--- src/rtl/core/mdc_pkg.sv ---
// ----------------------------------------------------------------------------
// mdc_pkg
// Request codes and register map of the memoization delta cache.
// ----------------------------------------------------------------------------
package mdc_pkg;

    // request kinds carried on the action field
    typedef enum logic [1:0] {
        ACT_KEY        = 2'd0,
        ACT_ACC_ENTRY  = 2'd1,
        ACT_ACC_RETURN = 2'd2
    } t_action;

    // configuration port
    localparam int   PADDR_W    = 3;
    localparam logic REG_ENABLE = 1'b0;

endpackage

--- src/rtl/core/mdc_ram.sv ---
// ----------------------------------------------------------------------------
// mdc_ram
// Simple dual-port RAM: one write port, one read port with registered data.
// ----------------------------------------------------------------------------
module mdc_ram #(
    parameter int WIDTH = 32,
    parameter int DEPTH = 16
) (
    input  logic                                    i_clk,
    input  logic                                    i_we,
    input  logic [((DEPTH > 1) ? $clog2(DEPTH) : 1)-1:0] i_waddr,
    input  logic [WIDTH-1:0]                        i_wdata,
    input  logic                                    i_re,
    input  logic [((DEPTH > 1) ? $clog2(DEPTH) : 1)-1:0] i_raddr,
    output logic [WIDTH-1:0]                        o_rdata
);

    logic [WIDTH-1:0] r_mem [DEPTH];
    logic [WIDTH-1:0] r_rdata;

    always_ff @(posedge i_clk) begin
        if (i_we) begin
            r_mem[i_waddr] <= i_wdata;
        end
        if (i_re) begin
            r_rdata <= r_mem[i_raddr];
        end
    end

    assign o_rdata = r_rdata;

endmodule

--- src/rtl/core/memo_delta_cache.sv ---
// ----------------------------------------------------------------------------
// memo_delta_cache
// Single-entry memoization cache: key compare, delta replay on a hit,
// snapshot and delta capture around a missed routine call.
// ----------------------------------------------------------------------------
// Channel   Direction  Handshake                  Payload
// request   in         start & !busy              i_action, i_word_index, i_word_value
// result    out        o_valid (one-cycle strobe) o_value_out, o_write_back, o_hit,
//                                                 o_hit_count, o_miss_count
// config    in/out     psel & penable & pwrite    paddr, pwdata / prdata
//
// One request per cycle; busy never rises. A request is captured in stage 1
// together with the store reads (registered RAM port), then the
// compare/add/subtract lands in the result register that strobes o_valid.
// Synchronous reset clears the control flags and counters and sets enable; the
// three stores are not cleared. The result side cannot stall.
// ----------------------------------------------------------------------------
module memo_delta_cache #(
    parameter int WORDS      = 16,
    parameter int WORD_WIDTH = 32
) (
    input  logic                        i_clk,
    input  logic                        i_rst_n,
    // request
    input  logic                        start,
    output logic                        busy,
    input  logic [1:0]                  i_action,
    input  logic [3:0]                  i_word_index,
    input  logic [31:0]                 i_word_value,
    // result
    output logic                        o_valid,
    output logic [31:0]                 o_value_out,
    output logic                        o_write_back,
    output logic                        o_hit,
    output logic [31:0]                 o_hit_count,
    output logic [31:0]                 o_miss_count,
    // configuration
    input  logic                        psel,
    input  logic                        penable,
    input  logic                        pwrite,
    input  logic [mdc_pkg::PADDR_W-1:0] paddr,
    input  logic [31:0]                 pwdata,
    output logic [31:0]                 prdata,
    output logic                        pready
);

    localparam int AW = (WORDS > 1) ? $clog2(WORDS) : 1;

    // configuration
    logic r_enable;
    logic cfg_wr;

    // stage 1: request register
    logic        accept;
    logic        r_s1_valid;
    logic [1:0]  r_s1_action;
    logic [3:0]  r_s1_idx;
    logic [31:0] r_s1_word;

    // control state
    logic        r_match, n_match;
    logic        r_entry_valid, n_entry_valid;
    logic        r_miss_pending, n_miss_pending;
    logic [31:0] r_hit_counter, n_hit_counter;
    logic [31:0] r_miss_counter, n_miss_counter;

    // result register
    logic        r_out_valid;
    logic [31:0] r_value_out, n_value_out;
    logic        r_write_back, n_write_back;
    logic        r_hit, n_hit;

    // stores
    logic [AW-1:0]         rd_addr;
    logic [AW-1:0]         wr_addr;
    logic [WORD_WIDTH-1:0] key_rdata, delta_rdata, snap_rdata;
    logic [WORD_WIDTH-1:0] key_rd, delta_rd, snap_rd;
    logic                  key_we, delta_we, snap_we;
    logic [WORD_WIDTH-1:0] word_w, delta_wdata;
    logic                  r_fwd_key, r_fwd_delta, r_fwd_snap;
    logic [WORD_WIDTH-1:0] r_fwd_key_data, r_fwd_delta_data, r_fwd_snap_data;

    logic                  in_range, is_first, is_last, active, key_eq;
    logic [WORD_WIDTH-1:0] value_w;

    assign busy   = 1'b0;
    assign pready = 1'b1;
    assign accept = start && !busy;
    assign cfg_wr = psel && penable && pwrite && pready;
    assign prdata = (paddr[2] == mdc_pkg::REG_ENABLE) ? {31'b0, r_enable} : 32'b0;

    always_ff @(posedge i_clk) begin
        if (!i_rst_n) begin
            r_enable <= 1'b1;
        end else if (cfg_wr && paddr[2] == mdc_pkg::REG_ENABLE) begin
            r_enable <= pwdata[0];
        end
    end

    // stage 1 capture; the store reads are issued at the same edge
    always_ff @(posedge i_clk) begin
        if (!i_rst_n) begin
            r_s1_valid <= 1'b0;
        end else begin
            r_s1_valid <= accept;
        end
    end

    always_ff @(posedge i_clk) begin
        if (accept) begin
            r_s1_action <= i_action;
            r_s1_idx    <= i_word_index;
            r_s1_word   <= i_word_value;
        end
    end

    assign rd_addr = AW'(i_word_index);
    assign wr_addr = AW'(r_s1_idx);

    mdc_ram #(.WIDTH(WORD_WIDTH), .DEPTH(WORDS)) u_key_ram (
        .i_clk   (i_clk),
        .i_we    (key_we),
        .i_waddr (wr_addr),
        .i_wdata (word_w),
        .i_re    (accept),
        .i_raddr (rd_addr),
        .o_rdata (key_rdata)
    );

    mdc_ram #(.WIDTH(WORD_WIDTH), .DEPTH(WORDS)) u_delta_ram (
        .i_clk   (i_clk),
        .i_we    (delta_we),
        .i_waddr (wr_addr),
        .i_wdata (delta_wdata),
        .i_re    (accept),
        .i_raddr (rd_addr),
        .o_rdata (delta_rdata)
    );

    mdc_ram #(.WIDTH(WORD_WIDTH), .DEPTH(WORDS)) u_snap_ram (
        .i_clk   (i_clk),
        .i_we    (snap_we),
        .i_waddr (wr_addr),
        .i_wdata (word_w),
        .i_re    (accept),
        .i_raddr (rd_addr),
        .o_rdata (snap_rdata)
    );

    // a write landing on the entry being read returns old RAM data: forward it
    always_ff @(posedge i_clk) begin
        r_fwd_key        <= key_we && (wr_addr == rd_addr);
        r_fwd_delta      <= delta_we && (wr_addr == rd_addr);
        r_fwd_snap       <= snap_we && (wr_addr == rd_addr);
        r_fwd_key_data   <= word_w;
        r_fwd_delta_data <= delta_wdata;
        r_fwd_snap_data  <= word_w;
    end

    assign key_rd   = r_fwd_key   ? r_fwd_key_data   : key_rdata;
    assign delta_rd = r_fwd_delta ? r_fwd_delta_data : delta_rdata;
    assign snap_rd  = r_fwd_snap  ? r_fwd_snap_data  : snap_rdata;

    assign word_w      = WORD_WIDTH'(r_s1_word);
    assign delta_wdata = word_w - snap_rd;
    assign in_range    = 32'(r_s1_idx) < 32'(WORDS);
    assign is_first    = r_s1_idx == 4'd0;
    assign is_last     = 32'(r_s1_idx) == 32'(WORDS - 1);
    assign active      = r_s1_valid && r_enable && in_range;
    assign key_eq      = key_rd == word_w;

    always_comb begin
        n_match        = r_match;
        n_entry_valid  = r_entry_valid;
        n_miss_pending = r_miss_pending;
        n_hit_counter  = r_hit_counter;
        n_miss_counter = r_miss_counter;
        value_w        = word_w;
        n_write_back   = 1'b0;
        n_hit          = 1'b0;
        key_we         = 1'b0;
        delta_we       = 1'b0;
        snap_we        = 1'b0;
        if (active) begin
            unique case (mdc_pkg::t_action'(r_s1_action))
                mdc_pkg::ACT_KEY: begin
                    n_match = (is_first ? r_entry_valid : r_match) && key_eq;
                    key_we  = 1'b1;
                    if (is_last) begin
                        if (n_match) begin
                            n_hit_counter = r_hit_counter + 32'd1;
                            n_hit         = 1'b1;
                        end else begin
                            n_miss_counter = r_miss_counter + 32'd1;
                            n_entry_valid  = 1'b0;
                            n_miss_pending = 1'b1;
                        end
                    end
                end
                mdc_pkg::ACT_ACC_ENTRY: begin
                    if (r_match) begin
                        value_w      = word_w + delta_rd;
                        n_write_back = 1'b1;
                        n_hit        = 1'b1;
                    end else if (r_miss_pending) begin
                        snap_we = 1'b1;
                    end
                end
                mdc_pkg::ACT_ACC_RETURN: begin
                    if (r_miss_pending) begin
                        delta_we = 1'b1;
                        if (is_last) begin
                            n_entry_valid  = 1'b1;
                            n_miss_pending = 1'b0;
                            n_match        = 1'b0;
                        end
                    end
                end
                default: begin
                    // unused code: pass through
                end
            endcase
        end
        n_value_out = 32'(value_w);
    end

    always_ff @(posedge i_clk) begin
        if (!i_rst_n) begin
            r_match        <= 1'b0;
            r_entry_valid  <= 1'b0;
            r_miss_pending <= 1'b0;
            r_hit_counter  <= 32'd0;
            r_miss_counter <= 32'd0;
            r_out_valid    <= 1'b0;
            r_write_back   <= 1'b0;
            r_hit          <= 1'b0;
        end else begin
            r_match        <= n_match;
            r_entry_valid  <= n_entry_valid;
            r_miss_pending <= n_miss_pending;
            r_hit_counter  <= n_hit_counter;
            r_miss_counter <= n_miss_counter;
            r_out_valid    <= r_s1_valid;
            r_write_back   <= n_write_back;
            r_hit          <= n_hit;
        end
    end

    always_ff @(posedge i_clk) begin
        r_value_out <= n_value_out;
    end

    assign o_valid      = r_out_valid;
    assign o_value_out  = r_value_out;
    assign o_write_back = r_write_back;
    assign o_hit        = r_hit;
    assign o_hit_count  = r_hit_counter;
    assign o_miss_count = r_miss_counter;

endmodule

--- config.mk ---
export PLATFORM = sky130hd
export DESIGN_NAME = memo_delta_cache
export DESIGN_NICKNAME = d
export VERILOG_FILES = /design/src/rtl/core/mdc_pkg.sv /design/src/rtl/core/mdc_ram.sv /design/src/rtl/core/memo_delta_cache.sv
export SDC_FILE = /design/constraint.sdc
export NUM_CORES = 2
export LEC_CHECK = 0
export CORE_MARGIN = 5
export CORE_UTILIZATION = 55
export DETAILED_ROUTE_END_ITERATION = 12
export DONT_BUFFER_PORTS = 1
export PLACE_DENSITY = 0.73
export SLEW_MARGIN = 20
export SYNTH_ARGS = -nofsm -noshare
export SYNTH_HDL_FRONTEND = slang
export SYNTH_SLANG_ARGS = --single-unit
--- constraint.sdc ---
create_clock -name i_clk -period 4.75 [get_ports i_clk]
set_input_delay 0.95 -clock i_clk [delete_from_list [all_inputs] [get_ports i_clk]]
set_output_delay 0.95 -clock i_clk [all_outputs]
set_load 0.005 [all_outputs]
==> impl_metrics.json <==
{
  "gp_congestion": 0.872,
  "die-area_um2": 139000,
  "synth.avg_cell_area_um2": 20.5,
  "top_regs": "u_delta_ram.r_mem: 512 flops, u_key_ram.r_mem: 512 flops, u_snap_ram.r_mem: 512 flops",
  "grt_max_degree": 387,
  "ys.flop_type": "edfxtp_1",
  "start_util_pct": 55.5,
  "clk_path_buf_depth": 3,
  "ys_ff_latch": 1841,
  "die_y_um": 372,
  "powerDensity_nw_per_um2": 433,
  "slew_viol_final": 185,
  "synth_cell_types": 67,
  "cts_tree": "done",
  "worstHoldStart": "i_rst_n",
  "num_vias": 35400,
  "finalSetupTns_ns": 0,
  "finalHoldViolCount": 0,
  "hp-class": "input pin to flip-flop",
  "cpMaxStageDelayCell": "o41ai_1",
  "hpwlAfterDp_um": 95000,
  "globalRouteOverflowTotal": 0,
  "drtAntennaViolNets": 0,
  "crit_start": "r_fwd_snap$_DFF_P_",
  "wire_per_inst_um": 30.3,
  "grt_pass1_wl_um": 246000,
  "worst_pin_slew_ns": 2.51,
  "fin_crit_sh_pct": 93.7,
  "multiInputGateArea_um2": 18100,
  "critPathTopFamily": "compound AO/OA/AOI/OAI gates",
  "grt_pass1_vias": 35500,
  "finClkSkew_ns": 0.0275,
  "cts_hold_buf": 0,
  "leakagePower_nw": 25.8,
  "die_w_um": 372,
  "io-pin-count": 212,
  "cts_setup_buffers": 0,
  "cp_cell_sequence": "mux2_2, ha_1, fa_1, nand2b_1, a21oi_1, o21ai_0, buf_4, o21ai_0, o22ai_1, o41ai_1, a21o_1, a21oi_1, xnor2_1, buf_4",
  "drc": 0,
  "fin_crit_ns": 4.45,
  "cts-buffers-inserted": 181,
  "dpl.cell_count": 5236,
  "cts_resized": 0,
  "area_delta_synth_final_pct": 12.3,
  "grt.total_usage_pct": 24.8,
  "crit_arrival_ns": 5.09,
  "io_buffer_count": 0,
  "crit_cells": 14,
  "netlist_instances": 3526,
  "clock.fmax_mhz": 225,
  "synth_edf_count": 1670,
  "core_area_um2": 130000,
  "ys_warn_count": 0,
  "drt-pass1-iter-count": 7,
  "outcome": "complete, but fails checks",
  "fin_cells": 5583,
  "worstPathRequired_ns": 5.39,
  "ir_drop_v": 0.000415,
  "num_rows": 132,
  "worstSetupStartpointType": "flip-flop",
  "netlist_top_cells_area": "edfxtp_1 (70%), mux4_2 (15%), dfxtp_1 (4.7%)",
  "postRouteWirelength_um": 169000,
  "setup_viol": 0,
  "async_flop_share_pct": 0,
  "crit_buf_inv": 2,
  "via_per_inst": 6.35,
  "rsz0062_at_grt": "no",
  "drtIter0Drc": 4325,
  "path_max_fanout": 17,
  "max-cap-violations": 0,
  "r2r-start": "r_fwd_snap$_DFF_P_",
  "cts-root-buf": "clkbuf_16",
  "endpoint_kind": "flip-flop",
  "fill_cells": 8740,
  "cts_htree_levels": 4,
  "clock_latency_ns": 0.81,
  "violations": "slew limit",
  "max_slew_margin_pct": -67.2,
  "slowest_delay_ns": 0.71,
  "synth_top_area_share_pct": 69.5,
  "r2r_setup_slack_ns": 0.30,
  "critPathKind": "flip-flop to flip-flop",
  "worstHoldPathCells": 1,
  "seq_area_um2": 53600,
  "clock-sinks": 1841,
  "fin_nets": 3823,
  "rr_worst_depth": 14,
  "ys_seq_area_share_pct": 74.3,
  "clkTransAtPathRegs_ns": 0.06,
  "drive_gt1_share_pct": 26.0,
  "yosys.area.top_type": "edfxtp_1",
  "antenna_found_initial": 5,
  "synthesis.area_um2": 72100
}
## final timing paths
path                                    endpoint
min                        r_enable$_SDFFE_PN1P_
max          u_delta_ram.r_mem[10][20]$_DFFE_PP_
min reg2reg                   o_valid$_SDFF_PN0_
max reg2reg  u_delta_ram.r_mem[10][20]$_DFFE_PP_
## cell type report
type / count / area share [%]
antenna: 4 / 0.0124
clock buffer: 229 / 6.02
clock inverter: 113 / 1.40
inverter: 43 / 0.199
multi-input combinational: 1483 / 22.3
sequential: 1841 / 66.1
tap: 1742 / 2.69
timing repair buffer: 128 / 1.23
## routing by layer
metal / global-route usage (%) / share of wire, % / wire length (um)
met3: 5.76 / 9.8 / 16600
met2: 39.3 / 48 / 82000
met1: 35.2 / 39 / 66700
met5: 0 / 0.0077 / 13
met4: 6.81 / 2.4 / 4000
## layout by cell type (no fill, tap or decap), types with 31 or more instances in the layout
master,count
clkbuf_1,33
ha_1,64
conb_1,33
a21oi_1,71
clkinv_1,34
mux4_2,480
clkbuf_16,183
a21o_1,32
o21ai_0,75
edfxtp_1,1670
nor2_1,90
inv_1,41
nand2_1,93
nand3_1,31
xnor2_1,101
buf_4,126
mux2i_1,66
nor2_4,41
clkinv_2,36
mux2_2,37
dfxtp_1,168
## kinds of logic after synthesis
logic type	synth area share (%)
AO/OA/AOI/OAI	2.07
XOR/XNOR	1.63
adder cells (fa/ha/maj)	1.17
buffers and inverters	1.43
flip-flops	74.3
multiplexers	16.5
other	0.0104
AND/OR/NAND/NOR	2.95
## per-stage QoR
step	setup WS, ns	instance area (um^2)	utilization (%)	total power, mW	hold slack [ns]
finish	0.298	81000	62.3	35.1	0.209
CTS	0.316	81000	62.3	35.3	0.159
detailed placement	0.314	74900	57.7	21.1	0.443
floorplan	0.211	72300	-	20.4	0.430
global placement	0.259	74900	57.6	21.0	0.450
global route	0.221	81000	62.3	36.2	0.188
## worst register-to-register path, delay by kind of cell, from the launching register on
family | cells | cell delay [ns]
AO/OA/AOI/OAI | 7 | 1.92
XOR/XNOR | 1 | 0.21
adder cells (fa/ha/maj) | 2 | 0.68
buffers and inverters | 2 | 0.50
flip-flops | 1 | 0.40
multiplexers | 1 | 0.35
AND/OR/NAND/NOR | 1 | 0.20
## cells in the mapped netlist (6+ instances only)
cell type and number:
a211oi_1 9, a21o_1 32, a21oi_1 73, and2_1 16
and3_1 14, buf_1 44, buf_4 33, clkbuf_1 105
dfxtp_1 171, edfxtp_1 1670, ha_1 64, inv_1 42
mux2_2 37, mux2i_1 66, mux4_2 480, nand2_1 93
nand2b_1 7, nand3_1 32, nand4_1 17, nand4b_1 6
nor2_1 132, nor2b_1 14, nor3_1 25, nor4_1 18
o211ai_1 7, o21a_1 7, o21ai_0 75, o21bai_1 8
or3_1 18, or4_1 7, xnor2_1 106, xor2_1 28
## power breakdown
part / leakage, nW / switching, mW / internal (mW)
Sequential: 16.5 / 0.182 / 18.4
Combinational: 6.30 / 1.31 / 0.917
Clock: 2.95 / 6.13 / 8.21
No activity file was read; power rests on OpenSTA's default activity.
